<file path="config.mk">
export PLATFORM = sky130hd
export DESIGN_NAME = mouse_packet_cursor_tracker_flat
export DESIGN_NICKNAME = d
export VERILOG_FILES = /design/src/rtl/mpct_pkg.sv /design/src/rtl/mpct_if.sv /design/src/rtl/mpct_cfg.sv /design/src/rtl/mpct_core.sv /design/src/rtl/mouse_packet_cursor_tracker.sv /design/src/flat_wrapper.sv
export SDC_FILE = /design/constraint.sdc
export NUM_CORES = 1
export LEC_CHECK = 0
export BUFFER_PORTS_ARGS = -buffer_cell sky130_fd_sc_hd__clkbuf_2
export CORE_UTILIZATION = 65
export DETAILED_ROUTE_END_ITERATION = 16
export PLACE_DENSITY = 0.87
export SLEW_MARGIN = 20
export SYNTH_ARGS = -nofsm -noshare
export SYNTH_HDL_FRONTEND = slang
export SYNTH_SLANG_ARGS = --single-unit
</file>
<file path="constraint.sdc">
create_clock -name clk -period 8.05 [get_ports clk]
set_input_delay 0.805 -clock clk [delete_from_list [all_inputs] [get_ports clk]]
set_output_delay 0.805 -clock clk [all_outputs]
set_load 0.01 [all_outputs]
</file>
<file path="src/rtl/mpct_pkg.sv">
`default_nettype none

package mpct_pkg;

    localparam int unsigned BYTE_W   = 8;
    localparam int unsigned BTN_W    = 3;
    localparam int unsigned POS_W    = 12;
    localparam int unsigned SCREEN_W = 13;
    localparam int unsigned CSIZE_W  = 7;
    localparam int unsigned DX_W     = 9;
    localparam int unsigned DY_W     = 10;
    localparam int unsigned SUM_W    = 14;
    localparam int unsigned CFG_IDX_W = 1;

    localparam logic [CSIZE_W-1:0] CURSOR_WIDTH  = 7'd10;
    localparam logic [CSIZE_W-1:0] CURSOR_HEIGHT = 7'd17;

    localparam logic [SCREEN_W-1:0] SCREEN_W_RESET = 13'd800;
    localparam logic [SCREEN_W-1:0] SCREEN_H_RESET = 13'd480;

    localparam logic [POS_W-1:0] CURSOR_X_RESET = SCREEN_W_RESET[POS_W:1];
    localparam logic [POS_W-1:0] CURSOR_Y_RESET = SCREEN_H_RESET[POS_W:1];
    localparam logic [POS_W-1:0] POS_MAX        = '1;

    localparam logic [BTN_W-1:0] BTN_LEFT_ONLY = 3'b001;
    localparam int unsigned SIGN_X_BIT = 4;
    localparam int unsigned SIGN_Y_BIT = 5;

    typedef enum logic [CFG_IDX_W-1:0] {
        REG_SCREEN_WIDTH  = 1'b0,
        REG_SCREEN_HEIGHT = 1'b1
    } cfg_reg_t;

    typedef struct packed {
        logic [POS_W-1:0] x;
        logic [POS_W-1:0] y;
    } limits_t;

    // Largest cursor position: screen size minus cursor size, held to 0..4095
    function automatic logic [POS_W-1:0] axis_limit(
        input logic [SCREEN_W-1:0] size,
        input logic [CSIZE_W-1:0]  csize
    );
        logic signed [SUM_W-1:0] d;
        d = $signed({1'b0, size}) - $signed({{(SUM_W-CSIZE_W){1'b0}}, csize});
        if (d < 0)
            return '0;
        else if (d > $signed({{(SUM_W-POS_W){1'b0}}, POS_MAX}))
            return POS_MAX;
        else
            return d[POS_W-1:0];
    endfunction

    // Raise to 0 first, then lower to the limit
    function automatic logic [POS_W-1:0] move_clamp(
        input logic [POS_W-1:0]        pos,
        input logic signed [DY_W-1:0]  delta,
        input logic [POS_W-1:0]        lim
    );
        logic signed [SUM_W-1:0] p;
        p = $signed({{(SUM_W-POS_W){1'b0}}, pos})
            + $signed({{(SUM_W-DY_W){delta[DY_W-1]}}, delta});
        if (p < 0)
            return '0;
        else if (p > $signed({{(SUM_W-POS_W){1'b0}}, lim}))
            return lim;
        else
            return p[POS_W-1:0];
    endfunction

endpackage

`default_nettype wire

</file>
<file path="src/rtl/mpct_if.sv">
`default_nettype none

interface mpct_in_if;
    logic                          valid;
    logic                          ready;
    logic [mpct_pkg::BYTE_W-1:0]   report_byte;

    modport source (output valid, output report_byte, input ready);
    modport sink   (input valid, input report_byte, output ready);
endinterface

interface mpct_out_if;
    logic                          valid;
    logic                          ready;
    logic [mpct_pkg::BTN_W-1:0]    buttons;
    logic [mpct_pkg::POS_W-1:0]    pos_x;
    logic [mpct_pkg::POS_W-1:0]    pos_y;
    logic                          click;

    modport source (output valid, output buttons, output pos_x, output pos_y,
                    output click, input ready);
    modport sink   (input valid, input buttons, input pos_x, input pos_y,
                    input click, output ready);
endinterface

`default_nettype wire

</file>
<file path="src/rtl/mpct_cfg.sv">
`default_nettype none

module mpct_cfg
#(
    parameter logic [mpct_pkg::CSIZE_W-1:0] CURSOR_WIDTH  = mpct_pkg::CURSOR_WIDTH,
    parameter logic [mpct_pkg::CSIZE_W-1:0] CURSOR_HEIGHT = mpct_pkg::CURSOR_HEIGHT
)
(
    input  wire logic                              clk,
    input  wire logic                              rst_n,
    input  wire logic                              cfg_we,
    input  wire logic [mpct_pkg::CFG_IDX_W-1:0]    cfg_index,
    input  wire logic [mpct_pkg::SCREEN_W-1:0]     cfg_wdata,
    output mpct_pkg::limits_t                      limits
);

    localparam logic [mpct_pkg::POS_W-1:0] LIM_X_RESET =
        mpct_pkg::axis_limit(mpct_pkg::SCREEN_W_RESET, CURSOR_WIDTH);
    localparam logic [mpct_pkg::POS_W-1:0] LIM_Y_RESET =
        mpct_pkg::axis_limit(mpct_pkg::SCREEN_H_RESET, CURSOR_HEIGHT);

    mpct_pkg::limits_t limits_reg;
    mpct_pkg::limits_t limits_next;

    // Limits are worked out once, at the write
    always_comb
    begin
        limits_next = limits_reg;
        if (cfg_we)
        begin
            unique case (mpct_pkg::cfg_reg_t'(cfg_index))
                mpct_pkg::REG_SCREEN_WIDTH:
                    limits_next.x = mpct_pkg::axis_limit(cfg_wdata, CURSOR_WIDTH);
                mpct_pkg::REG_SCREEN_HEIGHT:
                    limits_next.y = mpct_pkg::axis_limit(cfg_wdata, CURSOR_HEIGHT);
                default:
                    limits_next = limits_reg;
            endcase
        end
    end

    always_ff @(posedge clk or negedge rst_n)
    begin
        if (!rst_n)
        begin
            limits_reg.x <= LIM_X_RESET;
            limits_reg.y <= LIM_Y_RESET;
        end
        else
        begin
            limits_reg <= limits_next;
        end
    end

    assign limits = limits_reg;

endmodule

`default_nettype wire

</file>
<file path="src/rtl/mpct_core.sv">
`default_nettype none

module mpct_core
(
    input  wire logic          clk,
    input  wire logic          rst_n,
    input  wire mpct_pkg::limits_t limits,
    mpct_in_if.sink            in_ch,
    mpct_out_if.source         out_ch
);

    typedef enum logic [1:0] {
        ST_HEADER = 2'd0,
        ST_DX     = 2'd1,
        ST_DY     = 2'd2
    } byte_state_t;

    byte_state_t                   state_reg, state_next;
    logic                          in_valid_reg;
    logic [mpct_pkg::BYTE_W-1:0]   byte_reg;
    logic [mpct_pkg::BYTE_W-1:0]   header_reg, header_next;
    logic [mpct_pkg::BYTE_W-1:0]   dx_byte_reg, dx_byte_next;
    logic [mpct_pkg::POS_W-1:0]    cursor_x_reg, cursor_x_next;
    logic [mpct_pkg::POS_W-1:0]    cursor_y_reg, cursor_y_next;
    logic                          out_valid_reg, out_valid_next;
    logic [mpct_pkg::BTN_W-1:0]    buttons_reg, buttons_next;
    logic                          click_reg, click_next;
    logic                          advance;
    logic                          in_ready;
    logic [mpct_pkg::BTN_W-1:0]    btn;
    logic signed [mpct_pkg::DY_W-1:0] dx;
    logic signed [mpct_pkg::DY_W-1:0] dy;

    assign advance  = !out_valid_reg || out_ch.ready;
    assign in_ready = !in_valid_reg || advance;

    assign btn = header_reg[mpct_pkg::BTN_W-1:0];
    assign dx  = $signed({header_reg[mpct_pkg::SIGN_X_BIT],
                          header_reg[mpct_pkg::SIGN_X_BIT], dx_byte_reg});
    assign dy  = $signed({1'b0, header_reg[mpct_pkg::SIGN_Y_BIT],
                          {mpct_pkg::BYTE_W{1'b0}}})
               - $signed({2'b00, byte_reg});

    always_comb
    begin
        state_next     = state_reg;
        header_next    = header_reg;
        dx_byte_next   = dx_byte_reg;
        cursor_x_next  = cursor_x_reg;
        cursor_y_next  = cursor_y_reg;
        out_valid_next = out_valid_reg;
        buttons_next   = buttons_reg;
        click_next     = click_reg;
        if (advance)
        begin
            out_valid_next = 1'b0;
            if (in_valid_reg)
            begin
                unique case (state_reg)
                    ST_DX:
                    begin
                        dx_byte_next = byte_reg;
                        state_next   = ST_DY;
                    end
                    ST_DY:
                    begin
                        state_next     = ST_HEADER;
                        out_valid_next = 1'b1;
                        buttons_next   = btn;
                        click_next     = (btn == mpct_pkg::BTN_LEFT_ONLY);
                        if (btn != mpct_pkg::BTN_LEFT_ONLY)
                        begin
                            cursor_x_next = mpct_pkg::move_clamp(cursor_x_reg, dx, limits.x);
                            cursor_y_next = mpct_pkg::move_clamp(cursor_y_reg, dy, limits.y);
                        end
                    end
                    default:
                    begin
                        // header byte, also restarts framing from the unused code
                        header_next = byte_reg;
                        state_next  = ST_DX;
                    end
                endcase
            end
        end
    end

    always_ff @(posedge clk or negedge rst_n)
    begin
        if (!rst_n)
        begin
            state_reg     <= ST_HEADER;
            in_valid_reg  <= 1'b0;
            header_reg    <= '0;
            dx_byte_reg   <= '0;
            cursor_x_reg  <= mpct_pkg::CURSOR_X_RESET;
            cursor_y_reg  <= mpct_pkg::CURSOR_Y_RESET;
            out_valid_reg <= 1'b0;
            buttons_reg   <= '0;
            click_reg     <= 1'b0;
        end
        else
        begin
            if (in_ready)
                in_valid_reg <= in_ch.valid;
            state_reg     <= state_next;
            header_reg    <= header_next;
            dx_byte_reg   <= dx_byte_next;
            cursor_x_reg  <= cursor_x_next;
            cursor_y_reg  <= cursor_y_next;
            out_valid_reg <= out_valid_next;
            buttons_reg   <= buttons_next;
            click_reg     <= click_next;
        end
    end

    always_ff @(posedge clk)
    begin
        if (in_ready && in_ch.valid)
            byte_reg <= in_ch.report_byte;
    end

    assign in_ch.ready    = in_ready;
    assign out_ch.valid   = out_valid_reg;
    assign out_ch.buttons = buttons_reg;
    assign out_ch.pos_x   = cursor_x_reg;
    assign out_ch.pos_y   = cursor_y_reg;
    assign out_ch.click   = click_reg;

endmodule

`default_nettype wire

</file>
<file path="src/rtl/mouse_packet_cursor_tracker.sv">
// Frames mouse report bytes into three-byte packets (header, X delta, Y delta)
// and gives one result per packet: buttons, clamped cursor position and a click
// flag for a left-only press, which holds the cursor. One byte is taken every
// clock cycle; the input stalls only while a finished result waits in the
// output register. A result passes through the input register, then the
// result register, after its third byte is taken. Screen size writes update
// the position limits at once and take effect on the next moving packet.
`default_nettype none

module mouse_packet_cursor_tracker
#(
    parameter logic [mpct_pkg::CSIZE_W-1:0] CURSOR_WIDTH  = mpct_pkg::CURSOR_WIDTH,
    parameter logic [mpct_pkg::CSIZE_W-1:0] CURSOR_HEIGHT = mpct_pkg::CURSOR_HEIGHT
)
(
    input  wire logic                              clk,
    input  wire logic                              rst_n,
    input  wire logic                              cfg_we,
    input  wire logic [mpct_pkg::CFG_IDX_W-1:0]    cfg_index,
    input  wire logic [mpct_pkg::SCREEN_W-1:0]     cfg_wdata,
    mpct_in_if.sink                                in_ch,
    mpct_out_if.source                             out_ch
);

    mpct_pkg::limits_t limits;

    mpct_cfg
    #(
        .CURSOR_WIDTH  (CURSOR_WIDTH),
        .CURSOR_HEIGHT (CURSOR_HEIGHT)
    )
    u_cfg
    (
        .clk       (clk),
        .rst_n     (rst_n),
        .cfg_we    (cfg_we),
        .cfg_index (cfg_index),
        .cfg_wdata (cfg_wdata),
        .limits    (limits)
    );

    mpct_core u_core
    (
        .clk    (clk),
        .rst_n  (rst_n),
        .limits (limits),
        .in_ch  (in_ch),
        .out_ch (out_ch)
    );

endmodule

`default_nettype wire

</file>
<file path="src/flat_wrapper.sv">
// flat-port wrapper written by rule: the top's interface ports become plain ports
module mouse_packet_cursor_tracker_flat 
#(
    parameter logic [mpct_pkg::CSIZE_W-1:0] CURSOR_WIDTH  = mpct_pkg::CURSOR_WIDTH,
    parameter logic [mpct_pkg::CSIZE_W-1:0] CURSOR_HEIGHT = mpct_pkg::CURSOR_HEIGHT
)
  (clk, rst_n, cfg_we, cfg_index, cfg_wdata, in_ch_valid, in_ch_report_byte, in_ch_ready, out_ch_valid, out_ch_buttons, out_ch_pos_x, out_ch_pos_y, out_ch_click, out_ch_ready);
  mpct_in_if in_ch_i ();
  mpct_out_if out_ch_i ();
  input  wire logic clk;
  input  wire logic rst_n;
  input  wire logic cfg_we;
  input  wire logic [mpct_pkg::CFG_IDX_W-1:0] cfg_index;
  input  wire logic [mpct_pkg::SCREEN_W-1:0] cfg_wdata;
  input wire logic [$bits(in_ch_i.valid)-1:0] in_ch_valid;
  input wire logic [$bits(in_ch_i.report_byte)-1:0] in_ch_report_byte;
  output wire logic [$bits(in_ch_i.ready)-1:0] in_ch_ready;
  output wire logic [$bits(out_ch_i.valid)-1:0] out_ch_valid;
  output wire logic [$bits(out_ch_i.buttons)-1:0] out_ch_buttons;
  output wire logic [$bits(out_ch_i.pos_x)-1:0] out_ch_pos_x;
  output wire logic [$bits(out_ch_i.pos_y)-1:0] out_ch_pos_y;
  output wire logic [$bits(out_ch_i.click)-1:0] out_ch_click;
  input wire logic [$bits(out_ch_i.ready)-1:0] out_ch_ready;
  assign in_ch_i.valid = in_ch_valid;
  assign in_ch_i.report_byte = in_ch_report_byte;
  assign in_ch_ready = in_ch_i.ready;
  assign out_ch_valid = out_ch_i.valid;
  assign out_ch_buttons = out_ch_i.buttons;
  assign out_ch_pos_x = out_ch_i.pos_x;
  assign out_ch_pos_y = out_ch_i.pos_y;
  assign out_ch_click = out_ch_i.click;
  assign out_ch_i.ready = out_ch_ready;
  mouse_packet_cursor_tracker #(.CURSOR_WIDTH(CURSOR_WIDTH), .CURSOR_HEIGHT(CURSOR_HEIGHT)) u_core (.clk(clk), .rst_n(rst_n), .cfg_we(cfg_we), .cfg_index(cfg_index), .cfg_wdata(cfg_wdata), .in_ch(in_ch_i), .out_ch(out_ch_i));
endmodule
</file>
Word-level counts from Yosys, hierarchy flattened
Index checks and enable logic that the tools add are counted.
Word-level totals
  bits in registers: 78
  output and inout bits: 30
  word-level logic and storage cells: 55
Cells by class
  add/subtract/negate cells: 5
  magnitude comparators: 8
  eq/ne operators: 4
  multiplexer cells: 11
  bitwise operators: 2
  reductions and logical operators: 13
Operators by type and width (number)
  12-bit 2-to-1 mux: 8
  14-bit by 1-bit < comparator with 1-bit output (second input constant): 4
  14-bit by 13-bit greater-than comparator with 1-bit output: 2
  14-bit by 13-bit greater-than comparator with 1-bit output (second input constant): 2
  13-bit by 10-bit adder with 14-bit output: 1
  13-bit by 9-bit adder with 14-bit output: 1
  13-bit by 4-bit subtractor with 14-bit output (second input constant): 1
  13-bit by 5-bit subtractor with 14-bit output (second input constant): 1
  9-bit by 8-bit subtractor with 10-bit output: 1
  3-bit AND reduction: 3
  2-bit AND reduction: 3
  2-bit one-hot mux with 2 select lines: 1
  4-bit AND reduction: 1
  3-bit by 1-bit equality test with 1-bit output (second input constant): 1
  3-bit by 1-bit inequality test with 1-bit output (second input constant): 1
  2-bit by 1-bit equality test with 1-bit output (second input constant): 1
  2-bit equality test (second input constant): 1
  1-bit logical NOT: 2
  1-bit logical OR: 2
  1-bit 2-to-1 mux: 2
  1-bit NOT: 2
  2-bit OR reduction: 1
  1-bit logical AND: 1

Longest topological paths before layout
Gate-level depths: netlist (run 1).
  depth after elaboration: 5
  depth in mapped cells: 19
  gate-level depth less buffers: 18

Modules after synthesis
Synthesis (run 1) repeated with hierarchy kept, for this count alone.
Second synthesis, totals
  cells, all modules: 625
  area total of the unflattened synthesis: 5770.5 sq um
By module, submodules not included
  mpct_core: times used 1, cells each 468, area an instance 4225.3 sq um, sequential area each 1375.1 sq um
  mpct_cfg: times used 1, cells each 157, area an instance 1545.2 sq um, sequential area each 615.6 sq um

Worst setup path before layout (run 1)
No wires, ideal clock.
  kind: register to register
  start: reg u_core.u_core.byte_reg[3] (netlist bit)
  end: reg u_core.u_core.cursor_y_reg (netlist bit u_core.u_core.out_ch.pos_y[0])
  library setup time: 0.132 ns
  arrival time: 3.748 ns
  data required time: 7.918 ns
  slack: 4.169 ns
  stages on the path, launching flop included: 20
  path buffers: 1
  clock period less this slack: 3.881 ns
  cell sequence: edfxtp_1 -> nor4_1 -> nand2b_1 -> nor2_1 -> nand2_1 -> xor2_1 -> ha_1 -> a21oi_1 -> nor4b_1 -> mux2i_1 -> nand3_1 -> xnor2_1 -> ha_1 -> and3_1 -> nand4_1 -> a32o_1 -> nor3_4 -> buf_8 -> mux2i_1 -> o21ai_1
Between the ends
  cells in the longest elaborated chain, start to end: 5
RTL lines
  from (decl): RTL line mpct_core.sv:20  | logic [mpct_pkg::BYTE_W-1:0] byte_reg;
  from (signal assigned): RTL line mpct_core.sv:120  | byte_reg <= in_ch.report_byte;
  9-bit by 8-bit subtractor with 10-bit output (*): RTL line mpct_core.sv:42  | - $signed({2'b00, byte_reg});
  13-bit by 10-bit adder with 14-bit output (*): RTL line mpct_pkg.sv:62  | + $signed({{(SUM_W-DY_W){delta[DY_W-1]}}, delta});
  14-bit by 13-bit greater-than comparator with 1-bit output: RTL line mpct_pkg.sv:65  | else if (p > $signed({{(SUM_W-POS_W){1'b0}}, lim}))
  12-bit 2-to-1 mux: RTL line mpct_pkg.sv:65
  12-bit 2-to-1 mux (*): RTL line mpct_pkg.sv:63  | if (p < 0)
  to (signal assigned): RTL line mpct_core.sv:97  | cursor_y_reg <= mpct_pkg::CURSOR_Y_RESET;
  to (signal assigned): RTL line mpct_core.sv:110  | cursor_y_reg <= cursor_y_next;
  to (decl): RTL line mpct_core.sv:24  | logic [mpct_pkg::POS_W-1:0] cursor_y_reg, cursor_y_next;
Every way passes the cells marked *; elsewhere a longest branch is shown, timed or not.
A chain may end at the register's enable or synchronous reset.

Worst setup path after layout (run 1)
  start: reg u_core.u_core.byte_reg[4] (netlist bit)
  end: reg u_core.u_core.cursor_y_reg (netlist bit u_core.u_core.out_ch.pos_y[11])
Same word-level chain as after synthesis.

==> metrics.md, run 1 <==
| Metric | Value |
|---|---|
| Syn Area/Cell | `9.53 µm²` |
| RSZ-0062 raised after global routing | `false` |
| R2R Setup Slk | `3.15 ns` |
| Cells on worst reg2reg path | `18` |
| Post-Syn Area | `5590 µm²` |
| Max Root-Sink Buffers | `2` |
| 1st-iter DRT viols | `260` |
| Worst setup EP type | `flip-flop` |
| Chip height | `94.7 µm` |
| Post-CTS Resized | `0` |
| Commonest non-fill, non-tap cell in the layout | `ha_1` |
| Hold Path End | `u_core.u_core.out_ch.pos_y[7]` |
| Core Box Area | `8260 µm²` |
| Antenna violations before repair | `0` |
| First-pass GRT wire length | `21900 µm` |
| Via/cell ratio | `6.26` |
| Starting Density | `67.6%` |
| Drt wl/cell | `18.0 µm` |
| Layout net count | `724` |
| Die area | `8970 µm²` |
| Syn Nets | `672` |
| Count of final hold-check violations | `0` |
| Vias in the first global route | `4542` |
| Sum Neg Setup Slack | `0 ns` |
| Skew-Pair Late Insertion Delay | `0.36 ns` |
| Layout cell share with drive strength beyond 1 | `17.9%` |
| CP Max Fanout | `13` |
| Post-synth top area share | `22.4%` |
| Post-CTS Setup Bufs | `0` |
| Global route overflow | `0` |
| Most frequent cells in the layout | `ha_1, nand2_1, clkbuf_2` |
| Sequential share of the synthesized area | `35.6%` |
| Worst VDD drop | `0.185 mV` |
| Detail Placement HPWL | `10100 µm` |
| Relative slew slack | `42.3%` |
| Slew Viols, Final | `0` |
| Largest net degree at the start of global routing | `70` |
| Area leader, netlist | `dfrtp_1` |
| Leakage power | `3.01 nW` |
| Ports | `57` |
| Slew @ Worst Pin | `0.866 ns` |
| Worst hold-check path type | `reg2reg` |
| Gpl congestion | `0.999` |
| H-tree depth | `3` |
| Synth Flop Type | `dfrtp_1` |
| Final setup viols | `0` |
| CP arrival | `5.16 ns` |
| Number of buffers added on ports | `56` |
| Final Cycle Share | `60.9%` |
| Routed wire length | `13500 µm` |
| Fin area | `6140 µm²` |
| Cts hold-fix bufs | `0` |
| Reg clk slew, reported paths | `0.09 ns` |
| Vias | `4685` |
| CTS tree | `yes` |
| Tmin final | `4.90 ns` |
| Drt pass-1 iters | `5` |
| GRT Total Usage | `31.9%` |
| FF-to-FF Start | `u_core.u_core.byte_reg[4]` |
| Num Clock Sinks | `77` |
| Synthesized instance count | `586` |
| Worst Skew | `0.0153 ns` |
| Max reg flops | `24` |
| Antenna Cells | `0` |
| Root buffer cell | `clkbuf_8` |
| Crit path launch type | `flip-flop` |
| Status | `finished clean` |
| Hold path start | `u_core.u_core.out_ch.pos_y[7]` |
| Post-synth EDFFs | `8` |
| Chip Width | `94.7 µm` |
| Power density over the cells | `458 nW/µm²` |
| Reg2Reg Capture Point | `u_core.u_core.out_ch.pos_y[11]` |
| Area after DPL | `5920 µm²` |
| Syn-to-layout area delta | `9.97%` |
| CTS Buf Count | `9` |
| Max_cap viols | `0` |
| Fmax | `204 MHz` |
| Yosys reg bits | `77` |
| Synth Warn # | `0` |
| Worst Path Class, Setup | `reg2reg` |
| Worst Hold Depth | `2` |
| Top cells by area, synth | `dfrtp_1, ha_1, dfstp_2, xnor2_1, mux2i_1` |
| Async set-or-reset flop fraction in the synthesized netlist | `89.6%` |
| Antenna Nets Post-Route | `0` |
| Residual DRC | `0` |
| Netlist cell types | `65` |
| Row Count | `33` |
| CP Data Required Time | `8.31 ns` |
kinds of logic after synthesis:
kind of cell	count (synthesis)	synth area share, %
AO/OA/AOI/OAI	157	18.9
adder cells (fa/ha/maj)	59	13.5
flip-flops	77	35.6
AND/OR/NAND/NOR	145	12.6
buffers and inverters	61	4.57
XOR/XNOR	48	7.53
multiplexers	39	7.28
Yosys cell counts, types with 6 or more instances:
| master | instances |
|---|---|
| ha_1 | 57 |
| nand2_1 | 56 |
| dfrtp_1 | 50 |
| inv_1 | 45 |
| xnor2_1 | 32 |
| nor2_1 | 30 |
| a21o_1 | 29 |
| o21ai_1 | 27 |
| mux2i_1 | 26 |
| a211oi_1 | 23 |
| o21ai_0 | 21 |
| a21oi_1 | 20 |
| dfstp_2 | 19 |
| xor2_1 | 16 |
| mux2_2 | 13 |
| clkbuf_1 | 12 |
| nor3_1 | 12 |
| edfxtp_1 | 8 |
| nand2b_1 | 7 |
| o211ai_1 | 6 |
final cells by class:
class / instances / area (µm²)
timing repair buffer: 57 / 288
multi-input combinational: 448 / 3340
clock buffer: 11 / 141
tap: 105 / 131
inverter: 45 / 169
clock inverter: 5 / 82.6
sequential: 77 / 1990
fill: 597 / 2120
metal layers:
metal  vias to the layer above  track usage [%]  routed length, µm
li1                       2216                -                  -
met1                      2246             41.1               6090
met2                       193             53.4               6450
met3                        30             5.88                700
met4                         0             11.9                265
met5                         -                0                  0
per-stage QoR:
step	power (mW)	std cells	util [%]	setup WS [ns]	hold slack, ns
finish	2.81	748	74.4	3.15	0.481
global route	3.01	748	74.4	2.78	0.510
CTS	2.78	748	74.4	3.19	0.482
detailed placement	2.42	732	71.7	3.30	0.470
global placement	2.32	732	71.7	3.59	0.463
floorplan	2.02	586	-	4.17	0.450
how the worst max path moves through the flow:
stage | from | slack [ns] | endpoint
after floorplan | u_core.u_core.byte_reg[3] | 4.17 | u_core.u_core.out_ch.pos_y[0]
after global placement | u_core.u_core.byte_reg[2] | 3.59 | u_core.u_core.out_ch.pos_y[11]
after detailed placement | u_core.u_core.byte_reg[3] | 3.30 | u_core.u_core.out_ch.pos_y[11]
after CTS | u_core.u_core.byte_reg[5] | 3.19 | u_core.u_core.out_ch.pos_y[11]
after global routing | u_core.u_core.byte_reg[3] | 2.78 | u_core.u_core.out_ch.pos_y[11]
final | u_core.u_core.byte_reg[4] | 3.15 | u_core.u_core.out_ch.pos_y[11]
power by group:
group          internal [mW]  switching (mW)  total [mW]
Combinational          0.792            1.02        1.81
Sequential             0.536           0.132       0.667
Clock                  0.185           0.151       0.335
Total                   1.51            1.30        2.81
critical path: stages, from the launching register on:
cell and delay (ns):
edfxtp_1 0.51, nor4_1 0.50, nand2b_1 0.15, nor2_1 0.12, nand2_1 0.07, xor2_1 0.20
ha_1 0.30, a21oi_1 0.33, nor2_1 0.09, o21ai_0 0.24, nand3_1 0.16, xnor2_1 0.15
ha_1 0.30, and3_1 0.18, nand4_1 0.14, a32o_1 0.26, nor3_4 0.60, or3b_1 0.40
o221ai_1 0.08
Power figures use the tool's default switching activity.
==> run 2: changes to the inputs <==
CORE_UTILIZATION = 54   (was 65)
PLACE_DENSITY = 0.77   (was 0.87)
clock period = 4.1 ns   (was 8.05 ns; I/O delays follow)
==> metrics.md, run 2 (synthesized netlist as in run 1, its figures left out) <==
| Metric | Value |
|---|---|
| Slew Viols, Final | `0 (unchanged)` |
| RSZ-0062 raised after global routing | `true` |
| Vias in the first global route | `4670 (+2.8%)` |
| Switching portion of total power | `45.3% (-0.99 points)` |
| Layout cell share with drive strength beyond 1 | `28.9% (+11 points)` |
| Status | `finished, violations left` |
| Setup ws final | `-0.112 ns (-3.26 ns)` |
| Antenna Cells | `0 (unchanged)` |
| Antenna violations before repair | `0 (unchanged)` |
| CTS Buf Count | `9 (unchanged)` |
| Core Box Area | `9910 µm² (+20%)` |
| DR top layer | `met4` |
| Fmax | `237 MHz (+16%)` |
| Worst hold-check path type | `in2async` |
| Count of final hold-check violations | `0 (unchanged)` |
| H-tree depth | `3 (unchanged)` |
| Syn-to-layout area delta | `20.4%` |
| Clock network fraction of design power | `8.9% (-3.0 points)` |
| Met3 WL | `728 µm (+4.0%)` |
| Root buffer cell | `clkbuf_8` |
| Slew @ Worst Pin | `0.835 ns (-0.0303 ns)` |
| Drt wl/cell | `17.8 µm (-1.3%)` |
| Max_cap viols | `0 (unchanged)` |
| CP arrival | `4.44 ns (-0.72 ns)` |
| Relative slew slack | `44.3% (+2.0 points)` |
| Met1 WL | `6360 µm (+4.5%)` |
| CP dominant cell by count | `buf_4` |
| Via/cell ratio | `5.89 (-6.0%)` |
| Worst hold slack | `0.0812 ns (-0.400 ns)` |
| Chip height | `104 µm (+9.5%)` |
| Number of buffers added on ports | `56 (unchanged)` |
| Max reg flops | `24 (unchanged)` |
| Row Count | `36 (+9.1%)` |
| Most frequent cells in the layout | `clkbuf_2, nand2_1, dfrtp_1` |
| Ports | `57 (unchanged)` |
| Final setup viols | `12 (+12)` |
| Crit path cell chain | `buf_4 > buf_4 > xnor2_1 > ha_2 > o211ai_1 > o211ai_1 > nand4_1 > mux2i_1 > nand3_1 > xnor2_1 > ha_1 > and3_1 > nand4_1 > a32o_2 > nor3_4 > buf_4 > buf_16 > mux2i_2 > o21ai_1` |
| Num Clock Sinks | `77 (unchanged)` |
| Tmin final | `4.21 ns (-0.691 ns)` |
| Cts hold-fix bufs | `0 (unchanged)` |
| Gate power share | `69.8% (+5.4 points)` |
| Worst Skew | `0.0115 ns (-0.00381 ns)` |
| Skew-Pair Late Insertion Delay | `0.37 ns (about the same)` |
| CP Max Fanout | `5 (-8)` |
| Largest net degree at the start of global routing | `41 (-41%)` |
| Final Cycle Share | `103% (+42 points)` |
| Worst Path Class, Setup | `reg2reg` |
| Die area | `10800 µm² (+20%)` |
| Chip Width | `104 µm (+9.5%)` |
| Antenna Nets Post-Route | `0 (unchanged)` |
| Vias | `4780 (+2.0%)` |
| Commonest non-fill, non-tap cell in the layout | `clkbuf_2` |
| Sequential power share | `21.3% (-2.4 points)` |
| Residual DRC | `0 (unchanged)` |
| CTS tree | `yes` |
| Worst VDD drop | `0.557 mV (+200%)` |
| Leakage power | `3.23 nW (+7.4%)` |
| CP peak stage delay | `0.47 ns (-0.13 ns)` |
| Gpl congestion | `0.932 (-6.7%)` |
| Int Pwr | `3.37 mW (+120%)` |
| Routed wire length | `14500 µm (+7.2%)` |
| Fillers | `767 (+28%)` |
| GRT Total Usage | `26.1% (-5.9 points)` |
| Reg clk slew, reported paths | `0.09 ns (about the same)` |
| Net switching power | `2.79 mW (+110%)` |
| Global route overflow | `0 (unchanged)` |
| Starting Density | `56.4% (-11 points)` |
| Final Total Pwr | `6.16 mW (+120%)` |
| Drt pass-1 iters | `5 (unchanged)` |
| Detail Placement HPWL | `10300 µm (+1.3%)` |
| Worst setup EP type | `flip-flop` |
| DR WL met2 | `6910 µm (+7.2%)` |
| Power density over the cells | `917 nW/µm² (+100%)` |
| Failing checks | `negative setup slack` |
| 1st-iter DRT viols | `325 (+25%)` |
| CP Data Required Time | `4.33 ns (-3.98 ns)` |
| First-pass GRT wire length | `22500 µm (+2.7%)` |
| Crit path launch type | `flip-flop` |
| CP max-delay cell | `edfxtp_1` |
| Max Root-Sink Buffers | `2 (unchanged)` |
| Layout net count | `760 (+5.0%)` |
==> run 2: changes by cell type in the layout (fill, tap and decap cells not counted), moves of 5 or more <==
cell / change
buf_4: +31
ha_1: -8
mux2i_1: -6
mux2i_2: +6
ha_4: +5
==> run 2: routing by layer <==
layer,vias up,GRT usage [%]
met3,43,3.78
met1,2289,34.0
met2,168,43.7
met4,0,10.3
li1,2280,-
met5,-,0
==> run 2: power groups by stage <==
stage          Clock (mW)  Sequential, mW  Combinational (mW)
4_1_cts             0.552            1.29                4.00
2_1_floorplan           0            1.28                2.68
6_report            0.549            1.31                4.30
5_1_grt             0.589            1.34                4.68
3_5_place_dp            0            1.30                3.62
3_3_place_gp            0            1.28                3.50
==> run 2: repair_timing <==
| action | in CTS | in global routing |
|---|---|---|
| pin swaps | 16 | 19 |
| buffers inserted | 13 | 8 |
| gates resized for setup | 20 | 42 |
| setup endpoints to repair | 12 | 24 |
| endpoints found under the hold margin | 0 | 0 |
| gates cloned | 1 | 0 |
==> run 2: metrics by stage <==
step / TNS, ns / cells / setup WS [ns] / cell area [µm²] / util, %
6_report: -0.581 / 812 / -0.112 / 6730 / 67.9
5_1_grt: -3.28 / 812 / -0.329 / 6730 / 67.9
4_1_cts: -0.0154 / 805 / -0.0139 / 6480 / 65.4
3_5_place_dp: -1.99 / 775 / -0.200 / 6080 / 61.3
3_3_place_gp: -0.104 / 775 / -0.0429 / 6080 / 61.3
2_1_floorplan: 0 / 586 / 0.219 / 5590 / -
==> run 2: path summary, 6_finish.rpt <==
| path | cells past startpoint | slack [ns] | from | to |
|---|---|---|---|---|
| worst min-delay path | 1 | 0.08 | rst_n | u_core.u_core.out_ch.pos_x[10] |
| max in group asynchronous | 2 | 3.04 | rst_n | u_core.u_core.out_ch.pos_y[10] |
| worst min register to register | 2 | 0.48 | u_core.u_core.out_ch.pos_x[8] | u_core.u_core.out_ch.pos_x[8] |
| worst max register to register | 19 | -0.11 | u_core.u_core.byte_reg[2] | u_core.u_core.out_ch.pos_y[3] |
| worst max-delay path | 19 | -0.11 | u_core.u_core.byte_reg[2] | u_core.u_core.out_ch.pos_y[3] |
| min in group clk | 1 | 0.21 | in_ch_report_byte[7] | u_core.u_core.byte_reg[7] |
==> run 2: area by class of cell <==
| cell class | instances | area [µm²] | area share, % |
|---|---|---|---|
| clock buffer | 9 | 124 | 1.84 |
| clock inverter | 7 | 55.1 | 0.819 |
| inverter | 45 | 169 | 2.51 |
| multi-input combinational | 448 | 3630 | 53.9 |
| sequential | 77 | 1990 | 29.6 |
| tap | 133 | 166 | 2.47 |
| timing repair buffer | 93 | 593 | 8.82 |
==> run 2: critical path, delay by kind of cell, from the launching register on <==
family	cells	cell delay, ns
AOI/OAI and AO/OA	4	0.73
DFF	1	0.47
muxes	2	0.49
adders and majority gates	2	0.64
xor gates and xnor gates	2	0.35
and+or+nand+nor	5	0.79
buffers and inverters	4	0.59
==> run 3: changes to the inputs <==
HOLD_SLACK_MARGIN = 0.1   (was not set)
==> metrics.md, run 3 (synthesized netlist as in run 1, its figures left out) <==
| Metric | Value |
|---|---|
| Final cell count without fillers | `813 (+0.12%)` |
| Worst setup EP type | `flip-flop` |
| CP peak stage delay | `0.46 ns (about the same)` |
| CP dominant cell by count | `buf_4` |
| Status | `finished, violations left` |
| H-tree depth | `3 (unchanged)` |
| Syn-to-layout area delta | `20.6%` |
| Routed wire length | `14500 µm (+0.21%)` |
| Vias | `4791 (+0.23%)` |
| Skew-Pair Late Insertion Delay | `0.37 ns (about the same)` |
| Num Clock Sinks | `77 (unchanged)` |
| Relative slew slack | `44.1% (-0.21 points)` |
| Fmax | `237 MHz (-0.35%)` |
| Drt wl/cell | `17.8 µm (about the same)` |
| Gate power share | `69.8% (about the same)` |
| Count of final hold-check violations | `0 (unchanged)` |
| Worst hold slack | `0.210 ns (+0.128 ns)` |
| Net switching power | `2.80 mW (+0.18%)` |
| Crit path launch type | `flip-flop` |
| CP max-delay cell | `edfxtp_1` |
| Core Box Area | `9910 µm² (unchanged)` |
| Power density over the cells | `916 nW/µm² (about the same)` |
| # placed instances | `775 (unchanged)` |
| CTS tree | `yes` |
| Antenna Cells | `0 (unchanged)` |
| Largest net degree at the start of global routing | `41 (unchanged)` |
| Leakage power | `3.24 nW (+0.13%)` |
| Final Core Density | `68.0% (+0.10 points)` |
| Layout cell share with drive strength beyond 1 | `28.8% (-0.042 points)` |
| Detail Placement HPWL | `10300 µm (unchanged)` |
| CP arrival | `4.46 ns (+0.02 ns)` |
| Worst hold-check path type | `in2reg` |
| Starting Density | `56.4% (unchanged)` |
| Ports | `57 (unchanged)` |
| Row Count | `36 (unchanged)` |
| RSZ-0062 raised after global routing | `true` |
| Tmin final | `4.23 ns (+0.0148 ns)` |
| Failing checks | `negative setup slack` |
| Die area | `10800 µm² (unchanged)` |
| Global route overflow | `0 (unchanged)` |
| Int Pwr | `3.38 mW (about the same)` |
| 1st-iter DRT viols | `351 (+8.0%)` |
| Crit path cell chain | `buf_4 > buf_4 > xnor2_1 > ha_2 > o211ai_1 > o211ai_1 > nand4_1 > mux2i_1 > nand3_1 > xnor2_1 > ha_1 > and3_1 > nand4_1 > a32o_2 > nor3_4 > buf_4 > buf_16 > mux2i_2 > o21ai_1` |
| Antenna Nets Post-Route | `0 (unchanged)` |
| Drt pass-1 iters | `5 (unchanged)` |
| Final setup viols | `12 (unchanged)` |
| GRT Total Usage | `26.1% (unchanged)` |
| CP Max Fanout | `5 (unchanged)` |
| Most frequent cells in the layout | `clkbuf_2, nand2_1, dfrtp_1` |
| Switching portion of total power | `45.3% (about the same)` |
| Max_cap viols | `0 (unchanged)` |
| Root buffer cell | `clkbuf_8` |
| Slew @ Worst Pin | `0.838 ns (+0.00322 ns)` |
| Final Cycle Share | `103% (+0.36 points)` |
| Residual DRC | `0 (unchanged)` |
| Reg clk slew, reported paths | `0.09 ns (about the same)` |
| CP Data Required Time | `4.33 ns (about the same)` |
| Via/cell ratio | `5.89 (+0.11%)` |
| Vias in the first global route | `4670 (unchanged)` |
| Max reg flops | `24 (unchanged)` |
| Slew Viols, Final | `0 (unchanged)` |
| Fillers | `766 (-0.13%)` |
| Worst Skew | `0.0113 ns (-0.000185 ns)` |
| Clock network fraction of design power | `8.9% (about the same)` |
| Worst VDD drop | `0.557 mV (about the same)` |
| Sequential power share | `21.3% (about the same)` |
| CTS Buf Count | `9 (unchanged)` |
| Commonest non-fill, non-tap cell in the layout | `clkbuf_2` |
| Number of buffers added on ports | `56 (unchanged)` |
| First-pass GRT wire length | `22500 µm (unchanged)` |
| Gpl congestion | `0.932 (unchanged)` |
| Chip height | `104 µm (unchanged)` |
| Chip Width | `104 µm (unchanged)` |
| Setup ws final | `-0.127 ns (-0.0148 ns)` |
| Layout net count | `761 (+0.13%)` |
| Worst Path Class, Setup | `reg2reg` |
| Antenna violations before repair | `0 (unchanged)` |
| Max Root-Sink Buffers | `2 (unchanged)` |
run 3: cell types whose count changed in the layout (fill, tap and decap cells not counted):
cell / change
dlygate4sd3_1: +1
run 3: timing repair:
item,in CTS,in global routing
gates resized for setup,20,42
buffers inserted,13,8
endpoints found under the hold margin,12,0
gates cloned,1,0
endpoints found under the setup margin,12,24
pin swaps,16,19
hold buffers,1,0
run 3: layer usage:
layer / vias up / global-route usage (%) / part of all wire (%)
met1: 2284 / 34.0 / 44
met5: - / 0 / 0
met4: 0 / 10.3 / 3.6
li1: 2283 / - / -
met2: 178 / 43.7 / 48
met3: 46 / 3.71 / 5.2
run 3: layout make-up:
type / instances / area [µm²] / area share [%]
Multi-Input combinational cell: 448 / 3630 / 53.9
Tap cell: 133 / 166 / 2.47
Clock inverter: 7 / 55.1 / 0.817
Inverter: 45 / 169 / 2.51
Clock buffer: 9 / 124 / 1.84
Sequential cell: 77 / 1990 / 29.6
Timing Repair Buffer: 94 / 603 / 8.95
run 3: power groups by stage:
| stage | Clock, mW | Sequential (mW) | Combinational (mW) |
|---|---|---|---|
| detailed placement | 0 | 1.30 | 3.62 |
| global placement | 0 | 1.28 | 3.50 |
| CTS | 0.552 | 1.29 | 4.00 |
| floorplan | 0 | 1.28 | 2.68 |
| global route | 0.589 | 1.34 | 4.68 |
| finish | 0.549 | 1.31 | 4.31 |
run 3: final timing paths:
check	start	end	slack, ns	cells after the start
min in group asynchronous	rst_n	u_core.u_core.out_ch.pos_x[10]	0.62	2
max in group asynchronous	rst_n	u_core.u_core.out_ch.pos_y[11]	2.50	3
min	in_ch_report_byte[7]	u_core.u_core.byte_reg[7]	0.21	1
max	u_core.u_core.byte_reg[2]	u_core.u_core.out_ch.pos_y[3]	-0.13	19
max reg2reg	u_core.u_core.byte_reg[2]	u_core.u_core.out_ch.pos_y[3]	-0.13	19
min reg2reg	u_core.u_core.out_ch.pos_x[8]	u_core.u_core.out_ch.pos_x[8]	0.48	2
run 3: critical path, delay by kind of cell, from the launching register on:
family	cells	cell delay [ns]
AND/OR/NAND/NOR	5	0.79
AO/OA/AOI/OAI	4	0.74
adder cells (fa/ha/maj)	2	0.64
buffers and inverters	4	0.59
multiplexers	2	0.49
flip-flops	1	0.46
XOR/XNOR	2	0.35
run 3: stage by stage:
step	setup WS (ns)	instance area (µm²)	power [mW]	setup TNS, ns
floorplan	0.219	5590	3.97	0
global placement	-0.0429	6080	4.78	-0.104
detailed placement	-0.200	6080	4.92	-1.99
CTS	-0.0139	6490	5.84	-0.0154
global route	-0.329	6740	6.60	-3.28
finish	-0.127	6740	6.17	-0.756
